==> config.mk <==
export PLATFORM = sky130hd
export DESIGN_NAME = array_tree_analyzer
export DESIGN_NICKNAME = d
export VERILOG_FILES = /design/src/hw/rtl/ata_pkg.sv /design/src/hw/rtl/array_tree_analyzer.sv
export SDC_FILE = /design/constraint.sdc
export NUM_CORES = 2
export LEC_CHECK = 0
export BUFFER_PORTS_ARGS = -buffer_cell sky130_fd_sc_hd__buf_2
export CAP_MARGIN = 20
export CORE_MARGIN = 2
export CORE_UTILIZATION = 49
export DETAILED_ROUTE_END_ITERATION = 10
export PLACE_DENSITY_LB_ADDON = 0.08
export SETUP_SLACK_MARGIN = 0.1
export SLEW_MARGIN = 20
export SYNTH_ARGS = -nofsm -noshare
export SYNTH_HDL_FRONTEND = slang
export SYNTH_SLANG_ARGS = --single-unit
==> constraint.sdc <==
create_clock -name clock -period 7.09 [get_ports clock]
set_input_delay 0.709 -clock clock [delete_from_list [all_inputs] [get_ports clock]]
set_output_delay 0.709 -clock clock [all_outputs]
set_load 0.02 [all_outputs]
==> src/hw/rtl/ata_pkg.sv <==
package ata_pkg;

   localparam logic [31:0] ABSENT   = 32'hFFFF_FFFF;
   localparam logic [31:0] SIGN_BIT = 32'h8000_0000;

   localparam logic [1:0] OP_CLEAR   = 2'd0;
   localparam logic [1:0] OP_APPEND  = 2'd1;
   localparam logic [1:0] OP_ANALYZE = 2'd2;

   typedef enum logic [3:0] {
      ST_IDLE,
      ST_SC_NODE,
      ST_SC_LEFT,
      ST_SC_RIGHT,
      ST_SC_EVAL,
      ST_WK_READ,
      ST_WK_CHECK,
      ST_WK_POP,
      ST_WK_VISIT,
      ST_Q_NODE,
      ST_Q_PARENT,
      ST_Q_LEFT,
      ST_Q_RIGHT,
      ST_Q_EVAL,
      ST_RESP
   } ata_state_type;

endpackage

==> src/hw/rtl/array_tree_analyzer.sv <==
// clear and append transfers are taken while idle; busy stays low after them
// analyze: a scan of every stored entry (node, left, right, eval), the in-order walk
// (read, check, pop, visit), the query reads (node, parent, left, right, eval), then
// the response; busy is high until it ends; all steps share one node memory read port
// rsp_valid strobes for one cycle, the receiver cannot stall
// synchronous reset empties the tree; node memory contents stay undefined
module array_tree_analyzer
   import ata_pkg::*;
#(
   parameter int MAX_NODES = 64
) (
   input  logic               clock,
   input  logic               reset,
   input  logic               start,
   output logic               busy,
   input  logic [1:0]         req_opcode,
   input  logic signed [31:0] req_node_value,
   input  logic [6:0]         req_query_index,
   output logic               rsp_valid,
   output logic               rsp_tree_empty,
   output logic               rsp_has_gaps,
   output logic [6:0]         rsp_internal_count,
   output logic [6:0]         rsp_leaf_count,
   output logic               rsp_bst_ok,
   output logic               rsp_query_valid,
   output logic signed [31:0] rsp_query_value,
   output logic               rsp_has_parent,
   output logic signed [31:0] rsp_parent_value,
   output logic signed [31:0] rsp_left_value,
   output logic signed [31:0] rsp_right_value,
   output logic [1:0]         rsp_degree
);

   localparam int AW   = (MAX_NODES > 1) ? $clog2(MAX_NODES) : 1;
   localparam int CW   = $clog2(MAX_NODES + 1);
   localparam int CURW = $clog2(2 * MAX_NODES + 1);

   ata_state_type state_ff, state_in;

   logic [CW-1:0]   count_ff, count_in;
   logic [CW-1:0]   idx_ff, idx_in;
   logic            node_pres_ff, node_pres_in;
   logic            lpres_ff, lpres_in;
   logic            any_ff, any_in;
   logic            gap_ff, gap_in;
   logic            seen_ff, seen_in;
   logic [CW-1:0]   int_ff, int_in;
   logic [CW-1:0]   leaf_ff, leaf_in;
   logic [CURW-1:0] cur_ff, cur_in;
   logic [CW-1:0]   sp_ff, sp_in;
   logic [31:0]     prev_ff, prev_in;
   logic            ok_ff, ok_in;
   logic [6:0]      q_ff, q_in;
   logic            qpres_ff, qpres_in;
   logic [31:0]     qv_ff, qv_in;
   logic [31:0]     pv_ff, pv_in;
   logic [31:0]     lv_ff, lv_in;
   logic [31:0]     rv_ff, rv_in;

   logic [31:0]     node_store [MAX_NODES];
   logic [AW-1:0]   walk_stack [MAX_NODES];
   logic [31:0]     rd_data_ff;
   logic [AW-1:0]   stk_data_ff;
   logic [AW-1:0]   rd_addr;
   logic            wr_en;
   logic            stk_we;
   logic [AW-1:0]   stk_raddr;

   logic            accept;
   logic            rd_absent;
   logic [CW:0]     lidx, ridx;
   logic            cur_lt;
   logic            push_ok;
   logic [CW-1:0]   sp_dec;
   logic [8:0]      ql, qr;
   logic [6:0]      qp;
   logic            q_lt, ql_lt, qr_lt;
   logic [31:0]     biased;

   assign accept    = start && (state_ff == ST_IDLE);
   assign busy      = (state_ff != ST_IDLE);
   assign rd_absent = (rd_data_ff == ABSENT);
   assign lidx      = {idx_ff, 1'b1};
   assign ridx      = lidx + (CW+1)'(1);
   assign cur_lt    = cur_ff < CURW'(count_ff);
   assign push_ok   = cur_lt && !rd_absent && (sp_ff < CW'(MAX_NODES));
   assign sp_dec    = sp_ff - CW'(1);
   assign stk_raddr = sp_dec[AW-1:0];
   assign ql        = {1'b0, q_ff, 1'b1};
   assign qr        = ql + 9'd1;
   assign qp        = (q_ff - 7'd1) >> 1;
   assign q_lt      = 32'(q_ff) < 32'(count_ff);
   assign ql_lt     = 32'(ql) < 32'(count_ff);
   assign qr_lt     = 32'(qr) < 32'(count_ff);
   assign biased    = rd_data_ff ^ SIGN_BIT;
   assign wr_en     = accept && (req_opcode == OP_APPEND) && (count_ff < CW'(MAX_NODES));
   assign stk_we    = (state_ff == ST_WK_CHECK) && push_ok;

   always_comb begin
      unique case (state_ff)
         ST_SC_NODE:  rd_addr = AW'(idx_ff);
         ST_SC_LEFT:  rd_addr = AW'(lidx);
         ST_SC_RIGHT: rd_addr = AW'(ridx);
         ST_WK_READ:  rd_addr = AW'(cur_ff);
         ST_WK_POP:   rd_addr = stk_data_ff;
         ST_Q_NODE:   rd_addr = AW'(q_ff);
         ST_Q_PARENT: rd_addr = AW'(qp);
         ST_Q_LEFT:   rd_addr = AW'(ql);
         ST_Q_RIGHT:  rd_addr = AW'(qr);
         default:     rd_addr = '0;
      endcase
   end

   always_ff @(posedge clock) begin
      if (wr_en) begin
         node_store[count_ff[AW-1:0]] <= req_node_value;
      end
      rd_data_ff <= node_store[rd_addr];
   end

   always_ff @(posedge clock) begin
      if (stk_we) begin
         walk_stack[sp_ff[AW-1:0]] <= cur_ff[AW-1:0];
      end
      stk_data_ff <= walk_stack[stk_raddr];
   end

   // next state
   always_comb begin
      state_in = state_ff;
      unique case (state_ff)
         ST_IDLE: begin
            if (accept && req_opcode == OP_ANALYZE) state_in = ST_SC_NODE;
         end
         ST_SC_NODE:  state_in = (idx_ff < count_ff) ? ST_SC_LEFT : ST_WK_READ;
         ST_SC_LEFT:  state_in = ST_SC_RIGHT;
         ST_SC_RIGHT: state_in = ST_SC_EVAL;
         ST_SC_EVAL:  state_in = ST_SC_NODE;
         ST_WK_READ:  state_in = ST_WK_CHECK;
         ST_WK_CHECK: begin
            if (push_ok)              state_in = ST_WK_READ;
            else if (sp_ff == '0)     state_in = ST_Q_NODE;
            else                      state_in = ST_WK_POP;
         end
         ST_WK_POP:   state_in = ST_WK_VISIT;
         ST_WK_VISIT: state_in = (biased <= prev_ff) ? ST_Q_NODE : ST_WK_READ;
         ST_Q_NODE:   state_in = ST_Q_PARENT;
         ST_Q_PARENT: state_in = ST_Q_LEFT;
         ST_Q_LEFT:   state_in = ST_Q_RIGHT;
         ST_Q_RIGHT:  state_in = ST_Q_EVAL;
         ST_Q_EVAL:   state_in = ST_RESP;
         ST_RESP:     state_in = ST_IDLE;
         default:     state_in = ST_IDLE;
      endcase
   end

   // datapath
   always_comb begin
      count_in     = count_ff;
      idx_in       = idx_ff;
      node_pres_in = node_pres_ff;
      lpres_in     = lpres_ff;
      any_in       = any_ff;
      gap_in       = gap_ff;
      seen_in      = seen_ff;
      int_in       = int_ff;
      leaf_in      = leaf_ff;
      cur_in       = cur_ff;
      sp_in        = sp_ff;
      prev_in      = prev_ff;
      ok_in        = ok_ff;
      q_in         = q_ff;
      qpres_in     = qpres_ff;
      qv_in        = qv_ff;
      pv_in        = pv_ff;
      lv_in        = lv_ff;
      rv_in        = rv_ff;
      unique case (state_ff)
         ST_IDLE: begin
            if (accept) begin
               unique case (req_opcode)
                  OP_CLEAR: count_in = '0;
                  OP_APPEND: begin
                     if (wr_en) count_in = count_ff + CW'(1);
                  end
                  OP_ANALYZE: begin
                     idx_in  = '0;
                     any_in  = 1'b0;
                     gap_in  = 1'b0;
                     seen_in = 1'b0;
                     int_in  = '0;
                     leaf_in = '0;
                     q_in    = req_query_index;
                  end
                  default: ;
               endcase
            end
         end
         ST_SC_NODE: begin
            if (!(idx_ff < count_ff)) begin
               cur_in  = '0;
               sp_in   = '0;
               prev_in = '0;
               ok_in   = 1'b1;
            end
         end
         ST_SC_LEFT:  node_pres_in = !rd_absent;
         ST_SC_RIGHT: lpres_in = (lidx < {1'b0, count_ff}) && !rd_absent;
         ST_SC_EVAL: begin
            if (node_pres_ff) begin
               any_in = 1'b1;
               if (seen_ff) gap_in = 1'b1;
               if (lpres_ff || ((ridx < {1'b0, count_ff}) && !rd_absent)) begin
                  int_in = int_ff + CW'(1);
               end else begin
                  leaf_in = leaf_ff + CW'(1);
               end
            end else begin
               seen_in = 1'b1;
            end
            idx_in = idx_ff + CW'(1);
         end
         ST_WK_CHECK: begin
            if (push_ok) begin
               sp_in  = sp_ff + CW'(1);
               cur_in = CURW'({cur_ff, 1'b1});
            end else if (sp_ff != '0) begin
               sp_in = sp_dec;
            end
         end
         ST_WK_POP: cur_in = CURW'(stk_data_ff);
         ST_WK_VISIT: begin
            if (biased <= prev_ff) begin
               ok_in = 1'b0;
            end else begin
               prev_in = biased;
               cur_in  = CURW'({cur_ff, 1'b1}) + CURW'(1);
            end
         end
         ST_Q_PARENT: begin
            qv_in    = rd_data_ff;
            qpres_in = q_lt && !rd_absent;
         end
         ST_Q_LEFT:  pv_in = rd_data_ff;
         ST_Q_RIGHT: lv_in = ql_lt ? rd_data_ff : ABSENT;
         ST_Q_EVAL:  rv_in = qr_lt ? rd_data_ff : ABSENT;
         default: ;
      endcase
   end

   always_ff @(posedge clock) begin
      if (reset) begin
         state_ff <= ST_IDLE;
         count_ff <= '0;
      end else begin
         state_ff <= state_in;
         count_ff <= count_in;
      end
      idx_ff       <= idx_in;
      node_pres_ff <= node_pres_in;
      lpres_ff     <= lpres_in;
      any_ff       <= any_in;
      gap_ff       <= gap_in;
      seen_ff      <= seen_in;
      int_ff       <= int_in;
      leaf_ff      <= leaf_in;
      cur_ff       <= cur_in;
      sp_ff        <= sp_in;
      prev_ff      <= prev_in;
      ok_ff        <= ok_in;
      q_ff         <= q_in;
      qpres_ff     <= qpres_in;
      qv_ff        <= qv_in;
      pv_ff        <= pv_in;
      lv_ff        <= lv_in;
      rv_ff        <= rv_in;
   end

   assign rsp_valid          = (state_ff == ST_RESP);
   assign rsp_tree_empty     = !any_ff;
   assign rsp_has_gaps       = gap_ff;
   assign rsp_internal_count = 7'(int_ff);
   assign rsp_leaf_count     = 7'(leaf_ff);
   assign rsp_bst_ok         = ok_ff;
   assign rsp_query_valid    = qpres_ff;
   assign rsp_query_value    = qpres_ff ? qv_ff : '0;
   assign rsp_has_parent     = qpres_ff && (q_ff != '0);
   assign rsp_parent_value   = rsp_has_parent ? pv_ff : '0;
   assign rsp_left_value     = qpres_ff ? lv_ff : ABSENT;
   assign rsp_right_value    = qpres_ff ? rv_ff : ABSENT;
   assign rsp_degree         = qpres_ff ? (2'(lv_ff != ABSENT) + 2'(rv_ff != ABSENT)) : 2'd0;

endmodule

==> impl_metrics.toml <==
[yosys]
synth.distinct_cells = 75
syn_avg_cell_area_um2 = 18.06
synthCells = 5873
synth_top_area_share_pct = 74.80
synthMuxAreaShare_pct = 10.85
synth_most_common_cell = "edfxtp_1"
ys_seq_elements = 2691
ys_top_cells_by_area = "edfxtp_1 (75%), mux4_2 (9.1%), nand2_1 (2.0%), mux2i_1 (1.8%), nor2_1 (1.1%)"
yosys-top-cells-count = "edfxtp_1 (2642), nand2_1 (567), mux4_2 (428)"
synthesis.area_um2 = 106100
synth_compound_area_share_pct = 3.563
yosys.area.top_type = "edfxtp_1"
synth_seq_area_share_pct = 75.72
ys_warn_count = 0
yosys.area_share.simple_pct = 6.876
synth_edf_count = 2642
synthAdderAreaFrac_pct = 1.014
synth_xor_area_share_pct = 0.3303
synth_top_family_by_area = "multiplexers"
syn_nets = 6003
synth_flop_cell = "edfxtp_1"
synthArstFlopShare_pct = 0

[floorplanning]
core_area_um2 = 214800
io_pins = 195
die_h_um = 469.3
fp-row-count = 170
start_util_pct = 49.37
dieWidth_um = 469.3
die_area_um2 = 220200

[grt]
track_usage_pct = 26.38
antenna_found_initial = 22
grt_pass1_vias = 55570
grt_max_degree = 154
overflow = 0
grt_pass1_wl_mm = 417.3

[placement]
io_buffers = 194
dp_hpwl_mm = 176.1
routabilityCongestion = 0.8736

[worst_setup_path]
worstPathMaxFanout = 137
critical_path_class = "reg -> reg"
reg2reg_from = "state_ff[3]$_SDFFE_PP0P_"
crit_family = "compound AO/OA/AOI/OAI gates"
slowest_delay_ps = 910
crit_top_cell = "nand3_1"
cp_cell_sequence = "nor2b_2 > a221oi_1 > o2111ai_4 > buf_4 > buf_12 > mux2i_1 > a32oi_1 > nand3_1 > a22oi_1 > nand3_1 > nor3_1"
startpoint = "state_ff[3]$_SDFFE_PP0P_"
crit_slowest_cell = "nor2b_2"
startpoint_type = "flop"
worstPathRequired_ps = 7950
cp.arrival_ps = 6540
path_buf_inv = 2
crit_path_end_kind = "flop"

[pwr]
report.power.total_mw = 33.64
ir_drop_v = 0.0002889
power_leakage_nw = 38.47
cellPowerDensity_nw_per_um2 = 279.0

[clock_tree]
cts_root_buffer = "clkbuf_16"
cts_inserted_buffers = 295
clk_latency_ps = 960
clk_pin_slew_ps = 60
post_cts_resize_count = 0
cts_tree = "done"
cts_max_level = 5
cts_sinks = 2691
clockBufferDepth = 4

[timing]
maxSlewHeadroom_pct = 18.91
finalSetupViolCount = 0
skew_ps = 65.89
finalHoldViolations = 0
worstMarginPinSlew_ps = 1206
fin_setup_tns_ps = 0
drv_slew = 0
fmax_mhz = 176.2
timing.final.crit_share_pct = 80.03
rsz0062_at_grt = "no"
finalCriticalPeriod_ps = 5674

[flow_run]
cap_violations = 0

[final_layout]
finish.utilization_pct = 56.14
drive_above_1_share_pct = 21.01
finalNetCount = 6370
synthToLayoutAreaGrowth_pct = 13.71

[detailed_routing]
ant_nets = 0
dr_total_vias = 57390
routed_wl_mm = 292.1
wl_per_cell_um = 31.47
drc = 0
via_per_inst = 6.182
drtIter0Drc = 7329
drtPass1Iterations = 6

[hold_path]
worstHoldStart = "req_node_value[13]"
hp-class = "in -> reg"

[status]
outcome = "complete, no violations"
==> final cells by class <==
type | instances | area (um^2)
antenna | 5 | 12.51
clock buffer | 366 | 7814
timing repair buffer | 390 | 2798
sequential | 2691 | 80320
fill | 16440 | 94230
multi-input combinational | 2805 | 24710
inverter | 57 | 214.0
clock inverter | 131 | 1185
tap | 2838 | 3551
==> cells by family after synthesis <==
| logic type | count (synthesis) |
|---|---|
| fa+ha+maj | 86 |
| simple gates | 1554 |
| compound gates | 510 |
| xor+xnor | 40 |
| flops | 2691 |
| mux | 615 |
| buf+inv | 377 |
==> metrics by stage <==
step / area, um^2 / hold slack [ps] / cells / worst slack, ps
floorplan: 106100 / 447.1 / 5873 / 1247
global placement: 111300 / 568.7 / 8767 / 1457
detailed placement: 111500 / 562.0 / 8772 / 1541
CTS: 120500 / 289.0 / 9276 / 1626
global route: 120600 / 294.5 / 9280 / 1037
finish: 120600 / 289.5 / 9283 / 1416
==> where the power goes <==
part           internal [mW]  switching (mW)  total, mW
Combinational          0.458           0.912       1.37
Clock                   8.59            5.98       14.6
Sequential              17.5           0.187       17.7
Total                   26.6            7.08       33.6
==> final timing paths <==
kind | cells after the start | end | slack (ps)
max | 11 | rd_data_ff[22]$_DFF_P_ | 1420
min | 1 | node_store[46][13]$_DFFE_PP_ | 290
min reg2reg | 2 | cur_ff[0]$_DFFE_PP_ | 580
max reg2reg | 11 | rd_data_ff[22]$_DFF_P_ | 1420
==> metal layers <==
layer  GRT usage (%)  share of wire (%)  wire (um)
met1           40.93                 44     129800
met2           38.97                 45     130500
met3           5.319                9.0      26150
met4           5.405                1.9       5674
met5               0             0.0045         13
==> flip-flops by register name, summed over array words and instances (netlist names), 8 cells and up <==
name / flops
qv_ff: 32
pv_ff: 32
rd_data_ff: 32
prev_ff: 32
walk_stack: 384
rv_ff: 32
node_store: 2048
lv_ff: 32
cur_ff: 8
==> cell usage in the layout (no fill, tap or decap), types with 55 or more instances in the layout <==
master | netlist | layout
nor2_4 | 0 | 65
and3_1 | 55 | 55
o22ai_1 | 58 | 58
a21oi_1 | 63 | 62
or2_2 | 68 | 68
and2_1 | 74 | 74
nand3_1 | 161 | 161
nand2b_1 | 82 | 82
buf_4 | 44 | 178
inv_1 | 56 | 56
clkbuf_16 | 0 | 299
mux2i_1 | 186 | 186
nand2_1 | 567 | 566
nor3_1 | 80 | 77
o21ai_0 | 67 | 67
buf_2 | 108 | 180
edfxtp_1 | 2642 | 2642
nor2_1 | 321 | 254
clkinv_1 | 0 | 62
a32oi_1 | 95 | 95
nand4_1 | 61 | 61
clkbuf_1 | 136 | 59
ha_1 | 86 | 85
mux4_2 | 428 | 428
==> repair_timing <==
| action | CTS | global route |
|---|---|---|
| endpoints found under the hold margin | 7 | 0 |
| setup buffers | 0 | 0 |
| hold buffers | 7 | 0 |
Power figures use the tool's default switching activity.
